## config.mk

```make
export PLATFORM = sky130hd
export DESIGN_NAME = plcm_div
export DESIGN_NICKNAME = d
export VERILOG_FILES = /design/src/piecewise_linear_color_map_top_macros.svh /design/src/plcm_pkg.sv /design/src/plcm_div.sv
export SDC_FILE = /design/constraint.sdc
export NUM_CORES = 2
export LEC_CHECK = 0
export BUFFER_PORTS_ARGS = -buffer_cell sky130_fd_sc_hd__buf_2
export CAP_MARGIN = 20
export CELL_PAD_IN_SITES_DETAIL_PLACEMENT = 1
export CELL_PAD_IN_SITES_GLOBAL_PLACEMENT = 1
export CORE_AREA = 8 8 326 328
export DETAILED_ROUTE_END_ITERATION = 10
export DIE_AREA = 0 0 334 336
export PLACE_DENSITY_LB_ADDON = 0.1
export RECOVER_POWER = 100
export SYNTH_ARGS = -nofsm -noshare
export SYNTH_HDL_FRONTEND = slang
export SYNTH_SLANG_ARGS = --single-unit
```

## constraint.sdc

```tcl
create_clock -name clk -period 4.1 [get_ports clk]
set_input_delay 0.82 -clock clk [delete_from_list [all_inputs] [get_ports clk]]
set_output_delay 0.82 -clock clk [all_outputs]
set_load 0.05 [all_outputs]
```

## src/piecewise_linear_color_map_top_macros.svh

```systemverilog
// Assertion macros used by the color map top module.
// Each macro expects clk and rst_n in the scope where it is used.
`ifndef PIECEWISE_LINEAR_COLOR_MAP_TOP_MACROS_SVH
`define PIECEWISE_LINEAR_COLOR_MAP_TOP_MACROS_SVH
`ifndef ASSERT_OFF
`define PLCM_ASSERT_COMB(lbl, expr, msg) \
    lbl: assert property (@(posedge clk) disable iff (!rst_n) (expr)) else $error(msg);
`define PLCM_ASSERT_NEXT(lbl, ante, cons, msg) \
    lbl: assert property (@(posedge clk) disable iff (!rst_n) (ante) |=> (cons)) \
        else $error(msg);
`else
`define PLCM_ASSERT_COMB(lbl, expr, msg)
`define PLCM_ASSERT_NEXT(lbl, ante, cons, msg)
`endif
`endif

```

## src/plcm_pkg.sv

```systemverilog
package plcm_pkg;

    localparam int MAX_ENTRIES_DEF = 16;
    localparam int VALUE_WIDTH_DEF = 16;
    localparam int CFG_WIDTH       = 5;
    localparam int INDEX_WIDTH     = 4;
    localparam int CH_WIDTH        = 8;
    localparam int N_MIN           = 2;
    localparam int QUOT_BITS       = 8;
    localparam int CFG_RESET       = 2;

    localparam logic OP_WRITE = 1'b0;
    localparam logic OP_MAP   = 1'b1;

    typedef struct packed {
        logic [CH_WIDTH-1:0] red;
        logic [CH_WIDTH-1:0] green;
        logic [CH_WIDTH-1:0] blue;
    } color_t;

    // per-stage control: item present, and color taken as is (no blend)
    typedef struct packed {
        logic valid;
        logic direct;
    } stage_ctl_t;

endpackage

```

## src/plcm_div.sv

```systemverilog
module plcm_div import plcm_pkg::*; #(
    parameter int VALUE_WIDTH = VALUE_WIDTH_DEF,
    parameter int NW          = VALUE_WIDTH + 9
) (
    input  logic                   clk,
    input  logic                   rst_n,
    input  logic                   adv,
    input  stage_ctl_t             ctl_f,
    input  color_t                 dcol_f,
    input  logic [NW-1:0]          num_f [3],
    input  logic [VALUE_WIDTH-1:0] den_f,
    output stage_ctl_t             ctl_q,
    output color_t                 color_q
);

    stage_ctl_t             ctl_reg  [QUOT_BITS];
    color_t                 dcol_reg [QUOT_BITS];
    logic [VALUE_WIDTH-1:0] den_reg  [QUOT_BITS];
    logic [NW-1:0]          rem_reg  [QUOT_BITS][3];
    logic [CH_WIDTH-1:0]    q_reg    [QUOT_BITS][3];

    // one quotient bit per stage, most significant first
    for (genvar s = 0; s < QUOT_BITS; s++)
    begin : g_stage
        localparam int K = QUOT_BITS - 1 - s;

        stage_ctl_t             ctl_in;
        color_t                 dcol_in;
        logic [VALUE_WIDTH-1:0] den_in;
        logic [NW-1:0]          rem_in [3];
        logic [CH_WIDTH-1:0]    q_in   [3];
        logic [NW-1:0]          shifted;

        if (s == 0)
        begin : g_first
            assign ctl_in  = ctl_f;
            assign dcol_in = dcol_f;
            assign den_in  = den_f;
            assign rem_in  = num_f;
            assign q_in[0] = '0;
            assign q_in[1] = '0;
            assign q_in[2] = '0;
        end
        else
        begin : g_next
            assign ctl_in  = ctl_reg[s-1];
            assign dcol_in = dcol_reg[s-1];
            assign den_in  = den_reg[s-1];
            assign rem_in  = rem_reg[s-1];
            assign q_in    = q_reg[s-1];
        end

        assign shifted = NW'(den_in) << K;

        always_ff @(posedge clk or negedge rst_n)
        begin
            if (!rst_n)
            begin
                ctl_reg[s] <= '0;
            end
            else if (adv)
            begin
                ctl_reg[s] <= ctl_in;
            end
        end

        always_ff @(posedge clk)
        begin
            if (adv)
            begin
                dcol_reg[s] <= dcol_in;
                den_reg[s]  <= den_in;
                for (int c = 0; c < 3; c++)
                begin
                    if (rem_in[c] >= shifted)
                    begin
                        rem_reg[s][c]  <= rem_in[c] - shifted;
                        q_reg[s][c]    <= q_in[c] | CH_WIDTH'(1 << K);
                    end
                    else
                    begin
                        rem_reg[s][c] <= rem_in[c];
                        q_reg[s][c]   <= q_in[c];
                    end
                end
            end
        end
    end

    assign ctl_q   = ctl_reg[QUOT_BITS-1];
    assign color_q = ctl_reg[QUOT_BITS-1].direct ? dcol_reg[QUOT_BITS-1] :
                     {q_reg[QUOT_BITS-1][0], q_reg[QUOT_BITS-1][1], q_reg[QUOT_BITS-1][2]};

endmodule

```

==> flow_metrics.py <==
metrics = {
    "drt": {
        "routed_via_density": 5.73,
        "drt-pass1-iter-count": 6,
        "via_count": 34900,
        "routed_wl_microns": 139000,
        "ant_nets": 0,
        "drtIter0Drc": 1983,
        "wl_per_cell_microns": 22.9,
        "drc_errors": 0,
    },
    "clock_network": {
        "cts_buffer_depth": 3,
        "cts_tree": "yes",
        "cts.sinks": 953,
        "path_clk_slew_ps": 60,
        "clock_latency_ps": 700,
        "cts_inserted_buffers": 100,
        "htreeDepth": 3,
        "root_buffer": "clkbuf_16",
    },
    "global_routing": {
        "grt.met3_usage_pct": 2.44,
        "antenna_found_initial": 0,
        "grt_pass1_vias": 36500,
        "grt_overflow": 0,
        "track_usage_pct": 24.3,
        "grt_pass1_wl_microns": 212000,
        "use_met2_pct": 43.0,
        "grt_max_degree": 129,
        "busiest_layer": "met2",
        "grt_util_met1_pct": 28.8,
    },
    "die": {
        "die_area_sq_um": 112000,
        "start_util_pct": 51.7,
        "die_x_microns": 334,
        "dieHeight_microns": 336,
        "coreArea_sq_um": 101000,
        "ios": 146,
        "placementRows": 117,
    },
    "sta": {
        "rsz0062_at_grt": "no",
        "slew_headroom_pct": -89.3,
        "finalSetupViolations": 0,
        "hold_viol": 0,
        "fin_tns_setup_ps": 0,
        "fin_skew_ps": 42.7,
        "post-route-period-util_pct": 96.3,
        "hold_ws_ps": 288,
        "layout_min_cycle_time_ps": 3950,
        "slew_viol_final": 655,
        "fmax_ghz": 0.253,
        "worst_pin_slew_ps": 2840,
    },
    "logic_synthesis": {
        "syn_inst": 4491,
        "synth_nets": 5016,
        "synth_top_area_share_pct": 53.9,
        "ys_seq_area_share_pct": 54.7,
        "ys_seq_elements": 953,
        "yosysWarningCount": 0,
        "synth_top_area_cell": "edfxtp_1",
        "netlist_area_sq_um": 52200,
        "synth_area_leaders": "edfxtp_1, ha_1, a21oi_1, o21ai_0, xnor2_1",
        "async_flop_share_pct": 1.68,
        "synth_edf_count": 937,
        "synth_ff_type": "edfxtp_1",
        "synth_area_per_cell_sq_um": 11.6,
        "synth.distinct_cells": 83,
    },
    "critical_path": {
        "worstPathArrival_ps": 4370,
        "worstRegToRegCells": 11,
        "critPathCaptureType": "register",
        "timing.rr.start": "den_reg[1][0]",
        "worst-path-max-fanout": 8,
        "r2r_end": "rem_reg[2][45]",
        "critPathRequiredTime_ps": 4520,
        "crit_type": "reg -> reg",
        "worst-r2r-setup-slack_ps": 150,
        "critPathLaunchType": "register",
    },
    "placement": {
        "io_buffers": 145,
        "hpwl_microns": 111000,
        "place.gp.congestion": 0.923,
    },
    "layout": {
        "drive_gt1_share_pct": 9.14,
        "final_nets": 5216,
        "synthToLayoutAreaGrowth_pct": 10.7,
        "fillers": 10600,
        "largest_reg_flops": 525,
        "mostFrequentLayoutCells": "edfxtp_1, ha_1, a21oi_1",
        "final_core_util_pct": 57.2,
        "antennaDiodeCount": 0,
        "final_common_cell": "edfxtp_1",
    },
    "status": {
        "status": "finished, violations left",
        "violations": "max-capacitance violations, max-slew violations",
    },
    "pwr": {
        "power.density_nw_per_um2": 631,
        "peakVddDrop_mv": 0.344,
        "leakage_uw": 0.0223,
    },
    "flow_run": {
        "drv_cap": 13,
    },
    "worst_hold_path": {
        "hp-start": "dcol_f[7]",
        "min_delay_path_depth": 1,
        "hp-class": "in -> reg",
        "worstHoldEndpoint": "dcol_reg[0][7]",
    },
}
-- synthesized netlist by cell type, drive strengths merged, types with 37 or more instances --
cell type / instances
a21o: 138
nand3: 75
o21bai: 37
o21ai: 325
nor2b: 68
nand2b: 57
nor2: 302
nor3: 91
mux2: 105
xor2: 169
o21a: 49
xnor2: 177
ha: 384
nand4: 45
edfxtp: 937
nand2: 326
clkbuf: 93
nor4: 46
inv: 250
a21oi: 347
-- per-stage QoR --
stage / instance area (sq um) / instances / worst slack (ps) / power [uW]
after CTS: 58000 / 6080 / 137 / 36700
after detailed placement: 54800 / 5897 / 135 / 27600
after floorplan: 52200 / 4491 / 566 / 24000
after global placement: 54800 / 5897 / 241 / 27200
after global routing: 57800 / 6080 / 10.9 / 38600
final: 57800 / 6080 / 153 / 36500
-- final cells by class --
class	instances	area, sq um	share of cell area (%)
flip-flops and latches	953	28500	49.4
multi-input cells	3163	22200	38.4
clock buffers	117	2590	4.48
well taps	1309	1640	2.84
repair buffers	223	1200	2.08
inverters	250	938	1.62
clock inverters	65	683	1.18
-- worst max-delay path, cell delays in order (launching register included) --
cell	delay, ps
edfxtp_1	490
ha_1	240
inv_1	60
fa_1	430
a211oi_2	230
o21bai_1	100
a21oi_1	300
nor4b_1	120
o41a_1	430
and3_1	210
or4_1	710
mux2_4	360
-- report_power, final --
group	switching [uW]	total (uW)	leakage, uW	internal (uW)
clock	3840	8900	0.00158	5060
combinational	7200	12500	0.0114	5330
sequential	1430	15000	0.00925	13600
-- how the worst max path moves through the flow --
stage | startpoint | to | slack [ps] | depth (start not counted)
floorplan | num_f[57] | rem_reg[0][60] | 570 | 13
global placement | den_reg[1][0] | rem_reg[2][56] | 240 | 12
detailed placement | den_reg[1][0] | rem_reg[2][62] | 140 | 13
CTS | den_reg[1][0] | rem_reg[2][62] | 140 | 13
global route | den_reg[1][0] | rem_reg[2][62] | 10 | 13
finish | den_reg[1][0] | rem_reg[2][45] | 150 | 11
-- cells by family (layout without fill, tap and decap cells) --
kind of cell,Yosys count,count (layout),share of synthesized area [%]
multiplexers,120,120,2.56
flip-flops,953,953,54.7
adder cells (fa/ha/maj),405,405,10.0
XOR/XNOR,346,346,5.81
AND/OR/NAND/NOR,1183,1183,11.2
AO/OA/AOI/OAI,1109,1109,13.0
buffers and inverters,375,655,2.76
-- layer usage --
metal  up-vias  wire [microns]
met5         -               0
met4         0            8910
met3       261            3640
met2       640           68900
met1     16800           57500
li1      17100               -
-- timing repair --
action                                  CTS  global route
hold buffers                              1             0
buffers inserted                          0             0
hold endpoints to repair                 16             0
gates resized for setup                   0             1
endpoints found under the setup margin    0             1
No activity file was read; power rests on OpenSTA's default activity.
