File: src/piecewise_linear_color_map_top_macros.svh
// Assertion macros used by the color map top module.
// Each macro expects clk and rst_n in the scope where it is used.
`ifndef PIECEWISE_LINEAR_COLOR_MAP_TOP_MACROS_SVH
`define PIECEWISE_LINEAR_COLOR_MAP_TOP_MACROS_SVH
`ifndef ASSERT_OFF
`define PLCM_ASSERT_COMB(lbl, expr, msg) \
    lbl: assert property (@(posedge clk) disable iff (!rst_n) (expr)) else $error(msg);
`define PLCM_ASSERT_NEXT(lbl, ante, cons, msg) \
    lbl: assert property (@(posedge clk) disable iff (!rst_n) (ante) |=> (cons)) \
        else $error(msg);
`else
`define PLCM_ASSERT_COMB(lbl, expr, msg)
`define PLCM_ASSERT_NEXT(lbl, ante, cons, msg)
`endif
`endif

File: src/plcm_pkg.sv
package plcm_pkg;

    localparam int MAX_ENTRIES_DEF = 16;
    localparam int VALUE_WIDTH_DEF = 16;
    localparam int CFG_WIDTH       = 5;
    localparam int INDEX_WIDTH     = 4;
    localparam int CH_WIDTH        = 8;
    localparam int N_MIN           = 2;
    localparam int QUOT_BITS       = 8;
    localparam int CFG_RESET       = 2;

    localparam logic OP_WRITE = 1'b0;
    localparam logic OP_MAP   = 1'b1;

    typedef struct packed {
        logic [CH_WIDTH-1:0] red;
        logic [CH_WIDTH-1:0] green;
        logic [CH_WIDTH-1:0] blue;
    } color_t;

    // per-stage control: item present, and color taken as is (no blend)
    typedef struct packed {
        logic valid;
        logic direct;
    } stage_ctl_t;

endpackage

File: src/plcm_blend.sv
module plcm_blend import plcm_pkg::*; #(
    parameter int VALUE_WIDTH = VALUE_WIDTH_DEF,
    parameter int NW          = VALUE_WIDTH + 9
) (
    input  logic                          clk,
    input  logic                          rst_n,
    input  logic                          adv,
    input  stage_ctl_t                    ctl_c,
    input  logic signed [VALUE_WIDTH-1:0] value_c,
    input  logic signed [VALUE_WIDTH-1:0] bp_lo_c,
    input  logic signed [VALUE_WIDTH-1:0] bp_hi_c,
    input  color_t                        col_lo_c,
    input  color_t                        col_hi_c,
    output stage_ctl_t                    ctl_f,
    output color_t                        dcol_f,
    output logic [NW-1:0]                 num_f [3],
    output logic [VALUE_WIDTH-1:0]        den_f
);

    localparam int PW = VALUE_WIDTH + CH_WIDTH;

    logic signed [VALUE_WIDTH:0] diff0;
    logic signed [VALUE_WIDTH:0] diff1;
    logic signed [VALUE_WIDTH:0] diffs;

    stage_ctl_t             ctl_d_reg;
    stage_ctl_t             ctl_e_reg;
    stage_ctl_t             ctl_f_reg;
    logic [VALUE_WIDTH-1:0] d0_reg;
    logic [VALUE_WIDTH-1:0] d1_reg;
    logic [VALUE_WIDTH-1:0] den_d_reg;
    logic [VALUE_WIDTH-1:0] den_e_reg;
    logic [VALUE_WIDTH-1:0] den_f_reg;
    color_t                 lo_d_reg;
    color_t                 hi_d_reg;
    color_t                 dcol_e_reg;
    color_t                 dcol_f_reg;
    logic [PW-1:0]          plo_reg [3];
    logic [PW-1:0]          phi_reg [3];
    logic [NW-1:0]          num_reg [3];
    logic [CH_WIDTH-1:0]    ch_lo [3];
    logic [CH_WIDTH-1:0]    ch_hi [3];

    // distances are nonnegative on the blend path, so the low bits carry them
    assign diff0 = {value_c[VALUE_WIDTH-1], value_c} - {bp_lo_c[VALUE_WIDTH-1], bp_lo_c};
    assign diff1 = {bp_hi_c[VALUE_WIDTH-1], bp_hi_c} - {value_c[VALUE_WIDTH-1], value_c};
    assign diffs = {bp_hi_c[VALUE_WIDTH-1], bp_hi_c} - {bp_lo_c[VALUE_WIDTH-1], bp_lo_c};

    assign ch_lo[0] = lo_d_reg.red;
    assign ch_lo[1] = lo_d_reg.green;
    assign ch_lo[2] = lo_d_reg.blue;
    assign ch_hi[0] = hi_d_reg.red;
    assign ch_hi[1] = hi_d_reg.green;
    assign ch_hi[2] = hi_d_reg.blue;

    always_ff @(posedge clk or negedge rst_n)
    begin
        if (!rst_n)
        begin
            ctl_d_reg <= '0;
            ctl_e_reg <= '0;
            ctl_f_reg <= '0;
        end
        else if (adv)
        begin
            ctl_d_reg <= ctl_c;
            ctl_e_reg <= ctl_d_reg;
            ctl_f_reg <= ctl_e_reg;
        end
    end

    always_ff @(posedge clk)
    begin
        if (adv)
        begin
            d0_reg     <= diff0[VALUE_WIDTH-1:0];
            d1_reg     <= diff1[VALUE_WIDTH-1:0];
            den_d_reg  <= diffs[VALUE_WIDTH-1:0];
            lo_d_reg   <= col_lo_c;
            hi_d_reg   <= col_hi_c;
            den_e_reg  <= den_d_reg;
            dcol_e_reg <= lo_d_reg;
            den_f_reg  <= den_e_reg;
            dcol_f_reg <= dcol_e_reg;
            for (int c = 0; c < 3; c++)
            begin
                plo_reg[c] <= PW'(ch_lo[c]) * PW'(d1_reg);
                phi_reg[c] <= PW'(ch_hi[c]) * PW'(d0_reg);
                num_reg[c] <= NW'(plo_reg[c]) + NW'(phi_reg[c]);
            end
        end
    end

    assign ctl_f  = ctl_f_reg;
    assign dcol_f = dcol_f_reg;
    assign num_f  = num_reg;
    assign den_f  = den_f_reg;

endmodule

File: config.mk
export PLATFORM = sky130hd
export DESIGN_NAME = plcm_blend
export DESIGN_NICKNAME = d
export VERILOG_FILES = /design/src/piecewise_linear_color_map_top_macros.svh /design/src/plcm_pkg.sv /design/src/plcm_blend.sv
export SDC_FILE = /design/constraint.sdc
export NUM_CORES = 2
export LEC_CHECK = 0
export BUFFER_PORTS_ARGS = -buffer_cell sky130_fd_sc_hd__buf_4
export CAP_MARGIN = 20
export CORE_ASPECT_RATIO = 1.5
export CORE_UTILIZATION = 30
export DETAILED_ROUTE_END_ITERATION = 10
export SYNTH_ARGS = -nofsm -noshare
export SYNTH_HDL_FRONTEND = slang
export SYNTH_SLANG_ARGS = --single-unit
File: constraint.sdc
create_clock -name clk -period 7.2 [get_ports clk]
set_input_delay 0.72 -clock clk [delete_from_list [all_inputs] [get_ports clk]]
set_output_delay 0.72 -clock clk [all_outputs]
set_load 0.05 [all_outputs]
==> flow_metrics.py <==
metrics = {
    "die": {
        "core_area_um2": 138000,
        "fp.dieW_um": 307,
        "dieArea_um2": 141000,
        "initial_core_util_pct": 30.2,
        "num_rows": 167,
        "dieHeight_um": 459,
        "ioPinCount": 218,
    },
    "routing": {
        "route.antenna.remaining_nets": 0,
        "wire_per_inst_um": 17.2,
        "via_count": 28262,
        "drt_pass1_iterations": 5,
        "drt_iter0_markers": 1399,
        "via_per_inst": 4.66,
        "drc": 0,
        "wirelength_um": 104000,
    },
    "placement": {
        "pre_cts_ws_ps": 1480,
        "dp_hpwl_um": 80900,
        "io_buffers": 217,
        "place_area_um2": 45500,
        "dp.cells": 5967,
        "gp_congestion": 0.887,
    },
    "worst_setup_path": {
        "arrival_ps": 6110,
        "crit_slowest_cell": "edfxtp_1",
        "worst_path_largest_cell_delay_ps": 970,
        "path_max_fanout": 24,
        "crit_path_start_kind": "flop",
        "crit_chain": "and2_1 -> fa_1 -> fa_1 -> fa_1 -> inv_1 -> fa_1 -> inv_1 -> ha_1 -> a2111oi_0 -> o21ai_0 -> a221oi_2 -> o21ai_1 -> and2_1 -> a41oi_2 -> o31a_1 -> xnor2_1",
        "crit_required_ps": 7570,
        "critPathMostFrequentCell": "fa_1",
        "end_kind": "flop",
        "worst-setup-path-type": "reg2reg",
    },
    "yosys": {
        "async_flop_share_pct": 1.50,
        "synth_xor_area_share_pct": 4.51,
        "yosysMostFrequentCell": "inv_1",
        "synth_edf_count": 395,
        "ys.flop_type": "edfxtp_1",
        "yosysWarnings": 0,
        "netlist_top_cells_area": "edfxtp_1 28%, fa_1 24%, ha_1 11%, and2_1 9.7%, inv_1 6.1%",
        "yosysTopAreaCellShare_pct": 28.4,
        "synthAdderAreaFrac_pct": 35.9,
        "syn_area_um2": 41800,
        "synth_area_leader_cell": "edfxtp_1",
        "ys_types": 66,
        "syn_nets": 4985,
        "synth_mux_area_share_pct": 0.162,
        "synth_commonest_cells": "675 x inv_1, 647 x and2_1, 510 x fa_1",
        "ys_ff_latch": 401,
        "synth_top_family_by_area": "adder cells",
        "avgSynthCellArea_um2": 10.5,
        "synth_compound_area_share_pct": 8.75,
        "ys_seq_area_share_pct": 28.8,
        "synth-simple-area-share_pct": 14.8,
        "netlist_instances": 3993,
    },
    "status": {
        "status": "complete, no violations",
    },
    "cells_and_area": {
        "design_area_um2": 47100,
        "fill_cells": 13988,
        "seq_area_um2": 12000,
        "nets": 5150,
        "synthToLayoutAreaGrowth_pct": 12.7,
        "instances_no_fill": 6062,
        "multiInputGateArea_um2": 26800,
        "largest_reg_flops": 75,
        "drive_gt1_share_pct": 8.32,
    },
    "timing": {
        "rsz0062_at_grt": "no",
        "skew_ps": 32.1,
        "period_share_pct": 79.8,
        "max_freq_mhz": 174,
        "relSlewSlack_pct": 28.1,
        "period_minus_slack_ps": 5750,
        "setup_viol": 0,
        "maxSlewViolCount": 0,
        "final_hold_viol_count": 0,
        "tns_ps": 0,
        "finalWorstSetupSlack_ps": 1450,
        "max_slew.worst_pin.slew_ps": 1080,
    },
    "clock_network": {
        "post_cts_buffers": 0,
        "cts_made_buffers": 47,
        "cts-resized-gates": 0,
        "clkLatencyLatePin_ps": 630,
        "clockBufferDepth": 3,
        "cts_hold_buffers": 1,
        "cts_tree": "built",
        "htree_num_levels": 2,
        "cts_sinks": 401,
        "cts.clk_slew.worst_paths_ps": 60,
        "ctsRootBufferMaster": "clkbuf_16",
    },
    "grt": {
        "grt_pass1_vias": 30158,
        "grtUsageTotal_pct": 15.1,
        "grt_max_degree": 153,
        "grt_antenna_before_repair": 9,
        "overflow": 0,
        "grt_pass1_wl_um": 167000,
    },
    "hold_path": {
        "hold_class": "in2reg",
    },
    "run": {
        "drv_cap": 0,
    },
}
-- critical path, delay by kind of cell (launching register included) --
family / cells / cell delay, ps
xor gates and xnor gates: 1 / 60
adders and majority gates: 5 / 2290
DFF: 1 / 970
and+or+nand+nor: 2 / 470
AOI/OAI and AO/OA: 6 / 1610
buffers and inverters: 2 / 100
-- kinds of logic after synthesis --
family,Yosys count
AND/OR/NAND/NOR,1126
flip-flops,401
multiplexers,6
AO/OA/AOI/OAI,556
buffers and inverters,798
adder cells (fa/ha/maj),891
XOR/XNOR,215
-- stage by stage --
step | utilization [%] | hold slack (ps)
after floorplan | - | 400
after global placement | 32.9 | 401
after detailed placement | 32.9 | 405
after CTS | 34.1 | 211
after global routing | 34.1 | 236
final | 34.1 | 263
-- worst paths after layout --
kind / start / endpoint / slack (ps) / cells past startpoint
worst min register to register: dcol_e_reg[22]$_DFFE_PP_ / dcol_f[22]$_DFFE_PP_ / 420 / 0
worst max-delay path: d1_reg[6]$_DFFE_PP_ / plo_reg[0][70]$_DFFE_PP_ / 1450 / 16
worst min-delay path: col_hi_c[19] / ch_hi[19]$_DFFE_PP_ / 260 / 1
max in group asynchronous: rst_n / ctl_f[1]$_DFFE_PN0P_ / 6630 / 2
min in group asynchronous: rst_n / ctl_e_reg[0]$_DFFE_PN0P_ / 460 / 2
worst max register to register: d1_reg[6]$_DFFE_PP_ / plo_reg[0][70]$_DFFE_PP_ / 1450 / 16
-- layout by cell type, fill, tap and decap left out, drive strengths merged, types with 19 or more instances in the layout --
master / synthesis / final
clkbuf: 123 / 55
nand2: 217 / 217
o21bai: 26 / 26
a21o: 90 / 90
xor2: 56 / 56
nor3: 22 / 22
edfxtp: 395 / 395
fa: 510 / 510
inv: 675 / 680
o21a: 43 / 43
ha: 381 / 381
nor2b: 30 / 30
xnor2: 159 / 159
and2: 647 / 647
nor2: 112 / 112
buf: 0 / 238
nand3: 23 / 23
o21ai: 92 / 92
nand2b: 19 / 19
a21oi: 179 / 179
-- per-layer routing --
layer / share of wire [%] / global-route usage [%] / up-vias
met3: 4.5 / 2.28 / 153
met1: 40 / 17.8 / 14289
met5: 0 / 0 / -
li1: - / - / 13237
met2: 51 / 27.2 / 583
met4: 4.1 / 5.90 / 0
-- layout make-up --
cell class	instances	area share, %
Sequential cell	401	25.5
Timing Repair Buffer	239	3.89
Clock buffer	55	2.56
Multi-Input combinational cell	2794	56.9
Tap cell	1859	4.94
Antenna cell	6	0.0319
Inverter	675	5.38
Clock inverter	33	0.811
Power is left out: the tool's default activity adds up to more than one toggle a clock period on the data nets, which glitch-free logic cannot reach.
