## config.mk

```make
export PLATFORM = sky130hd
export DESIGN_NAME = plcm_search
export DESIGN_NICKNAME = d
export VERILOG_FILES = /design/src/piecewise_linear_color_map_top_macros.svh /design/src/plcm_pkg.sv /design/src/plcm_search.sv
export SDC_FILE = /design/constraint.sdc
export NUM_CORES = 2
export LEC_CHECK = 0
export ABC_AREA = 1
export BUFFER_PORTS_ARGS = -buffer_cell sky130_fd_sc_hd__buf_2
export CORE_MARGIN = 8
export CORE_UTILIZATION = 63
export CTS_BUF_LIST = sky130_fd_sc_hd__clkbuf_16
export DETAILED_ROUTE_END_ITERATION = 8
export PLACE_DENSITY = 0.8
export SLEW_MARGIN = 20
export SYNTH_ARGS = -nofsm -noshare
export SYNTH_HDL_FRONTEND = slang
export SYNTH_SLANG_ARGS = --single-unit
```

## constraint.sdc

```tcl
create_clock -name clk -period 4.4 [get_ports clk]
set_clock_uncertainty 0.2 [all_clocks]
set_input_delay 0.44 -clock clk [delete_from_list [all_inputs] [get_ports clk]]
set_output_delay 0.44 -clock clk [all_outputs]
set_load 0.05 [all_outputs]
```

## src/piecewise_linear_color_map_top_macros.svh

```systemverilog
// Assertion macros used by the color map top module.
// Each macro expects clk and rst_n in the scope where it is used.
`ifndef PIECEWISE_LINEAR_COLOR_MAP_TOP_MACROS_SVH
`define PIECEWISE_LINEAR_COLOR_MAP_TOP_MACROS_SVH
`ifndef ASSERT_OFF
`define PLCM_ASSERT_COMB(lbl, expr, msg) \
    lbl: assert property (@(posedge clk) disable iff (!rst_n) (expr)) else $error(msg);
`define PLCM_ASSERT_NEXT(lbl, ante, cons, msg) \
    lbl: assert property (@(posedge clk) disable iff (!rst_n) (ante) |=> (cons)) \
        else $error(msg);
`else
`define PLCM_ASSERT_COMB(lbl, expr, msg)
`define PLCM_ASSERT_NEXT(lbl, ante, cons, msg)
`endif
`endif

```

## src/plcm_pkg.sv

```systemverilog
package plcm_pkg;

    localparam int MAX_ENTRIES_DEF = 16;
    localparam int VALUE_WIDTH_DEF = 16;
    localparam int CFG_WIDTH       = 5;
    localparam int INDEX_WIDTH     = 4;
    localparam int CH_WIDTH        = 8;
    localparam int N_MIN           = 2;
    localparam int QUOT_BITS       = 8;
    localparam int CFG_RESET       = 2;

    localparam logic OP_WRITE = 1'b0;
    localparam logic OP_MAP   = 1'b1;

    typedef struct packed {
        logic [CH_WIDTH-1:0] red;
        logic [CH_WIDTH-1:0] green;
        logic [CH_WIDTH-1:0] blue;
    } color_t;

    // per-stage control: item present, and color taken as is (no blend)
    typedef struct packed {
        logic valid;
        logic direct;
    } stage_ctl_t;

endpackage

```

## src/plcm_search.sv

```systemverilog
module plcm_search import plcm_pkg::*; #(
    parameter int MAX_ENTRIES = MAX_ENTRIES_DEF,
    parameter int VALUE_WIDTH = VALUE_WIDTH_DEF,
    parameter int CW          = $clog2(MAX_ENTRIES + 1)
) (
    input  logic                          clk,
    input  logic                          rst_n,
    input  logic                          adv,
    input  logic                          valid_a,
    input  logic                          op_a,
    input  logic signed [VALUE_WIDTH-1:0] value_a,
    input  logic [INDEX_WIDTH-1:0]        idx_a,
    input  color_t                        color_a,
    input  logic [CW-1:0]                 n_eff,
    output stage_ctl_t                    ctl_c,
    output logic signed [VALUE_WIDTH-1:0] value_c,
    output logic signed [VALUE_WIDTH-1:0] bp_lo_c,
    output logic signed [VALUE_WIDTH-1:0] bp_hi_c,
    output color_t                        col_lo_c,
    output color_t                        col_hi_c
);

    localparam int IW = $clog2(MAX_ENTRIES);
    localparam int EW = VALUE_WIDTH + 3 * CH_WIDTH;

    logic signed [VALUE_WIDTH-1:0] bp_reg [MAX_ENTRIES];
    logic [EW-1:0]                 mem_reg [MAX_ENTRIES];
    logic [MAX_ENTRIES-1:0]        ent_valid_reg;

    logic                          wr_en;
    logic [IW-1:0]                 wr_addr;

    logic [MAX_ENTRIES-1:0]        hit_b_reg;
    logic                          valid_b_reg;
    logic signed [VALUE_WIDTH-1:0] value_b_reg;

    logic                          low_b;
    logic                          found_b;
    logic [CW-1:0]                 i_b;
    logic [IW-1:0]                 addr_lo;
    logic [IW-1:0]                 addr_hi;

    stage_ctl_t                    ctl_c_reg;
    logic signed [VALUE_WIDTH-1:0] value_c_reg;
    logic [EW-1:0]                 rd_lo_reg;
    logic [EW-1:0]                 rd_hi_reg;

    assign wr_en   = adv && valid_a && (op_a == OP_WRITE) && (32'(idx_a) < MAX_ENTRIES);
    assign wr_addr = IW'(idx_a);

    // breakpoint copies feed the comparators, one per entry
    always_ff @(posedge clk or negedge rst_n)
    begin
        if (!rst_n)
        begin
            for (int k = 0; k < MAX_ENTRIES; k++)
            begin
                bp_reg[k] <= '0;
            end
            ent_valid_reg <= '0;
        end
        else if (wr_en)
        begin
            bp_reg[wr_addr]        <= value_a;
            ent_valid_reg[wr_addr] <= 1'b1;
        end
    end

    always_ff @(posedge clk)
    begin
        if (wr_en)
        begin
            mem_reg[wr_addr] <= {value_a, color_a};
        end
    end

    // stage B: compare against every active breakpoint
    always_ff @(posedge clk or negedge rst_n)
    begin
        if (!rst_n)
        begin
            valid_b_reg <= 1'b0;
        end
        else if (adv)
        begin
            valid_b_reg <= valid_a && (op_a == OP_MAP);
        end
    end

    always_ff @(posedge clk)
    begin
        if (adv)
        begin
            value_b_reg <= value_a;
            hit_b_reg[0] <= (value_a <= bp_reg[0]);
            for (int k = 1; k < MAX_ENTRIES; k++)
            begin
                hit_b_reg[k] <= (k < 32'(n_eff)) && (value_a <= bp_reg[k]);
            end
        end
    end

    // first active breakpoint from index 1 that is not below the value
    always_comb
    begin
        low_b   = hit_b_reg[0];
        found_b = 1'b0;
        i_b     = n_eff;
        for (int k = MAX_ENTRIES - 1; k >= 1; k--)
        begin
            if (hit_b_reg[k])
            begin
                found_b = 1'b1;
                i_b     = CW'(k);
            end
        end
        priority if (low_b)
        begin
            addr_lo = '0;
        end
        else if (found_b)
        begin
            addr_lo = IW'(i_b - CW'(1));
        end
        else
        begin
            addr_lo = IW'(n_eff - CW'(1));
        end
        addr_hi = IW'(i_b);
    end

    // stage C: registered table read at both neighbors
    always_ff @(posedge clk or negedge rst_n)
    begin
        if (!rst_n)
        begin
            ctl_c_reg <= '0;
        end
        else if (adv)
        begin
            ctl_c_reg.valid  <= valid_b_reg;
            ctl_c_reg.direct <= low_b || !found_b;
        end
    end

    always_ff @(posedge clk)
    begin
        if (adv)
        begin
            value_c_reg <= value_b_reg;
            rd_lo_reg   <= ent_valid_reg[addr_lo] ? mem_reg[addr_lo] : '0;
            rd_hi_reg   <= ent_valid_reg[addr_hi] ? mem_reg[addr_hi] : '0;
        end
    end

    assign ctl_c    = ctl_c_reg;
    assign value_c  = value_c_reg;
    assign bp_lo_c  = rd_lo_reg[EW-1:3*CH_WIDTH];
    assign bp_hi_c  = rd_hi_reg[EW-1:3*CH_WIDTH];
    assign col_lo_c = color_t'(rd_lo_reg[3*CH_WIDTH-1:0]);
    assign col_hi_c = color_t'(rd_hi_reg[3*CH_WIDTH-1:0]);

endmodule

```

==> summary.md <==
| Metric | Value |
|---|---|
| Yosys top cell area share | `0.412` |
| DP HPWL | `88,700 um` |
| Final Power | `30,800 uW` |
| Post-CTS resize count | `0` |
| Distinct cell type count of the synthesized netlist | `44` |
| Critical path class | `reg -> reg` |
| Height of the die | `314 um` |
| Gpl congestion | `0.880` |
| Most used DFF post-synth | `edfxtp_1` |
| Clock Pin Slew Worst Setup and Hold Paths | `0.06 ns` |
| Max-Cap Viols | `0` |
| Die extent in x | `314 um` |
| Minimum clock period | `3.99 ns` |
| FMAX | `250 MHz` |
| Number of buffers created by CTS | `110` |
| Vias per std cell | `6.19` |
| CORE AREA | `0.0882 mm2` |
| Cell accounting for the most synthesized area | `edfxtp_1` |
| Worst-Margin Slew | `1.28 ns` |
| Synth warnings | `0` |
| Min-Delay Path Class | `in -> reg` |
| Die area | `0.0986 mm2` |
| Gate Count Post-Synth | `6,318` |
| Worst vdd ir | `0.592 mV` |
| Status | `finished, final reports clean` |
| Number of flip-flops in the largest register | `640` |
| DR vias | `46,800` |
| CTS max path bufs | `3` |
| Lkg Pwr | `0.0276 uW` |
| Largest net degree at the start of global routing | `225` |
| GR Overflow Total | `0` |
| Avg Cell Area, Syn | `8.85 um2` |
| Remaining antenna violation count | `0` |
| Clock Latency Late Sink | `0.70 ns` |
| Worst setup SP type | `flop` |
| DR iter-0 viols | `6,402` |
| Initial Util | `0.634` |
| Vias in the first global route | `45,900` |
| Flops & latches, synth | `1,043` |
| Remaining DRCs | `0` |
| Tot GR Track Use | `0.322` |
| Post-synth ARST share | `0.264` |
| PwrDens | `501 mW/mm2` |
| Critical path peak fanout | `141` |
| CP endpoint kind | `flop` |
| TritonCTS clock tree | `built` |
| Most common cell in the synthesized netlist | `nand3_1` |
| Number of H-tree levels | `3` |
| Ports | `152` |
| Antenna violations before repair | `9` |
| EDFF count, synth | `768` |
| Slew HR | `0.144` |
| Seq/Total Area, Yosys | `0.535` |
| First-pass GRT wire length | `251,000 um` |
| TritonRoute pass-1 iters | `9` |
| Final Hold Viols | `0` |
| IO Port Bufs | `151` |
| Final setup vio count | `0` |
| Final period util | `0.908` |
| Share of layout cells above drive strength 1 | `0.0760` |
| Final setup TNS | `0 ns` |
| Root buffer cell | `clkbuf_16` |
| Clock sink count | `1,043` |
| Synth top area cells | `edfxtp_1 41%, nand3_1 13%, dfrtp_1 12%` |
| Wirelength per Cell | `21.5 um` |
| Crit path arrival time | `4.35 ns` |
| Synthesized area | `0.0559 mm2` |
| Final net count | `6,618` |
| Site row count | `109` |
| Post-Syn Nets | `6,629` |
| RSZ-0062 raised after global routing | `false` |
| Post-synth top cells | `1,468 x nand3_1, 1,235 x nand2_1, 975 x inv_1` |
| Post-Route WL | `163,000 um` |
| Area delta synth->final | `10.1%` |
| Critical Path RT | `4.76 ns` |
| Max Slew Vio Count | `0` |
## final timing paths
kind	from	endpoint	slack (ns)	depth (start not counted)
min in group asynchronous	rst_n	bp_reg[23]	0.15	2
setup / recovery	hit_b_reg[15]	rd_hi_reg[37]	0.41	17
hold reg to reg	value_b_reg[2]	value_c[2]	0.22	0
hold / removal	value_a[11]	bp_reg[107]	0.05	3
setup reg to reg	hit_b_reg[15]	rd_hi_reg[37]	0.41	17
max in group asynchronous	rst_n	bp_reg[236]	2.84	3
## stage by stage
| stage | area (um2) | std cells | hold slack, ns | worst slack [ns] | utilization |
|---|---|---|---|---|---|
| 2_1_floorplan | 55900 | 6318 | -0.0556 | 1.12 | - |
| 3_3_place_gp | 57800 | 7327 | 0.201 | 0.564 | 0.655 |
| 3_5_place_dp | 57800 | 7327 | 0.205 | 0.482 | 0.655 |
| 4_1_cts | 61600 | 7563 | 0.0237 | 0.593 | 0.698 |
| 5_1_grt | 61600 | 7564 | 0.0332 | 0.264 | 0.698 |
| 6_report | 61600 | 7568 | 0.0499 | 0.407 | 0.698 |
## placed cells by master (no fill, tap or decap), types with 12 or more instances in the layout
cell | synthesis | final
o21ai_1 | 74 | 74
edfxtp_1 | 768 | 768
buf_12 | 0 | 39
nand2_1 | 1235 | 1229
buf_2 | 134 | 149
a21oi_1 | 96 | 94
nand4_1 | 21 | 21
inv_1 | 975 | 994
inv_2 | 28 | 26
buf_4 | 24 | 74
o211ai_1 | 90 | 90
nor2_4 | 0 | 18
dfrtp_1 | 275 | 275
clkinv_1 | 0 | 23
o21ai_0 | 322 | 322
ha_1 | 257 | 257
nor3_1 | 26 | 25
clkinv_2 | 0 | 34
nand3b_1 | 95 | 95
dlygate4sd3_1 | 0 | 33
nor2_1 | 71 | 54
clkbuf_16 | 0 | 112
nor4_1 | 12 | 12
nand3_1 | 1468 | 1468
## what timing repair did
item	in CTS	in global routing
hold buffers	33	0
setup buffers	0	0
endpoints found under the hold margin	504	0
## power by group
group	internal (uW)	total, uW	switching [uW]
clock network	4940	8840	3900
registers	11600	11900	362
logic	2840	10100	7210
## area by class of cell
class	instances	area [um2]
inverters	1003	3780
fillers	6361	26700
multi-input cells	3852	20500
diodes	5	12.5
well taps	1165	1460
repair buffers	297	2440
clock buffers	112	2800
clock inverters	91	592
flip-flops and latches	1043	29900
## worst max-delay path: stages (launching register included)
cell	delay, ns
edfxtp_1	0.40
nor2_1	0.17
nand2_1	0.07
nand3_1	0.07
nand3_1	0.07
nand3_1	0.08
nand3_1	0.06
nand3_1	0.13
a21oi_4	0.12
inv_6	0.22
buf_12	0.68
nand3_1	0.19
nand3_1	0.14
nand3_1	0.11
nand2_2	0.09
buf_4	0.60
nand2_1	0.17
inv_1	0.10
## layer usage
layer | vias to the layer above | track usage | share of wire | routed length [um]
li1 | 21200 | - | - | -
met1 | 21800 | 0.415 | 0.36 | 58900
met2 | 3138 | 0.513 | 0.45 | 73900
met3 | 682 | 0.0668 | 0.13 | 20400
met4 | 8 | 0.170 | 0.057 | 9320
met5 | - | 0 | 0.00031 | 50
## cell families (layout without fill, tap and decap cells)
logic type,after synthesis,after routing,share of synthesized area
AO/OA/AOI/OAI,660,660,0.0673
AND/OR/NAND/NOR,2934,2934,0.239
flip-flops,1043,1043,0.535
adder cells (fa/ha/maj),257,257,0.0575
other,0,5,0
XOR/XNOR,1,1,0.000157
buffers and inverters,1423,1503,0.101
(Power assumes the default switching activity.)
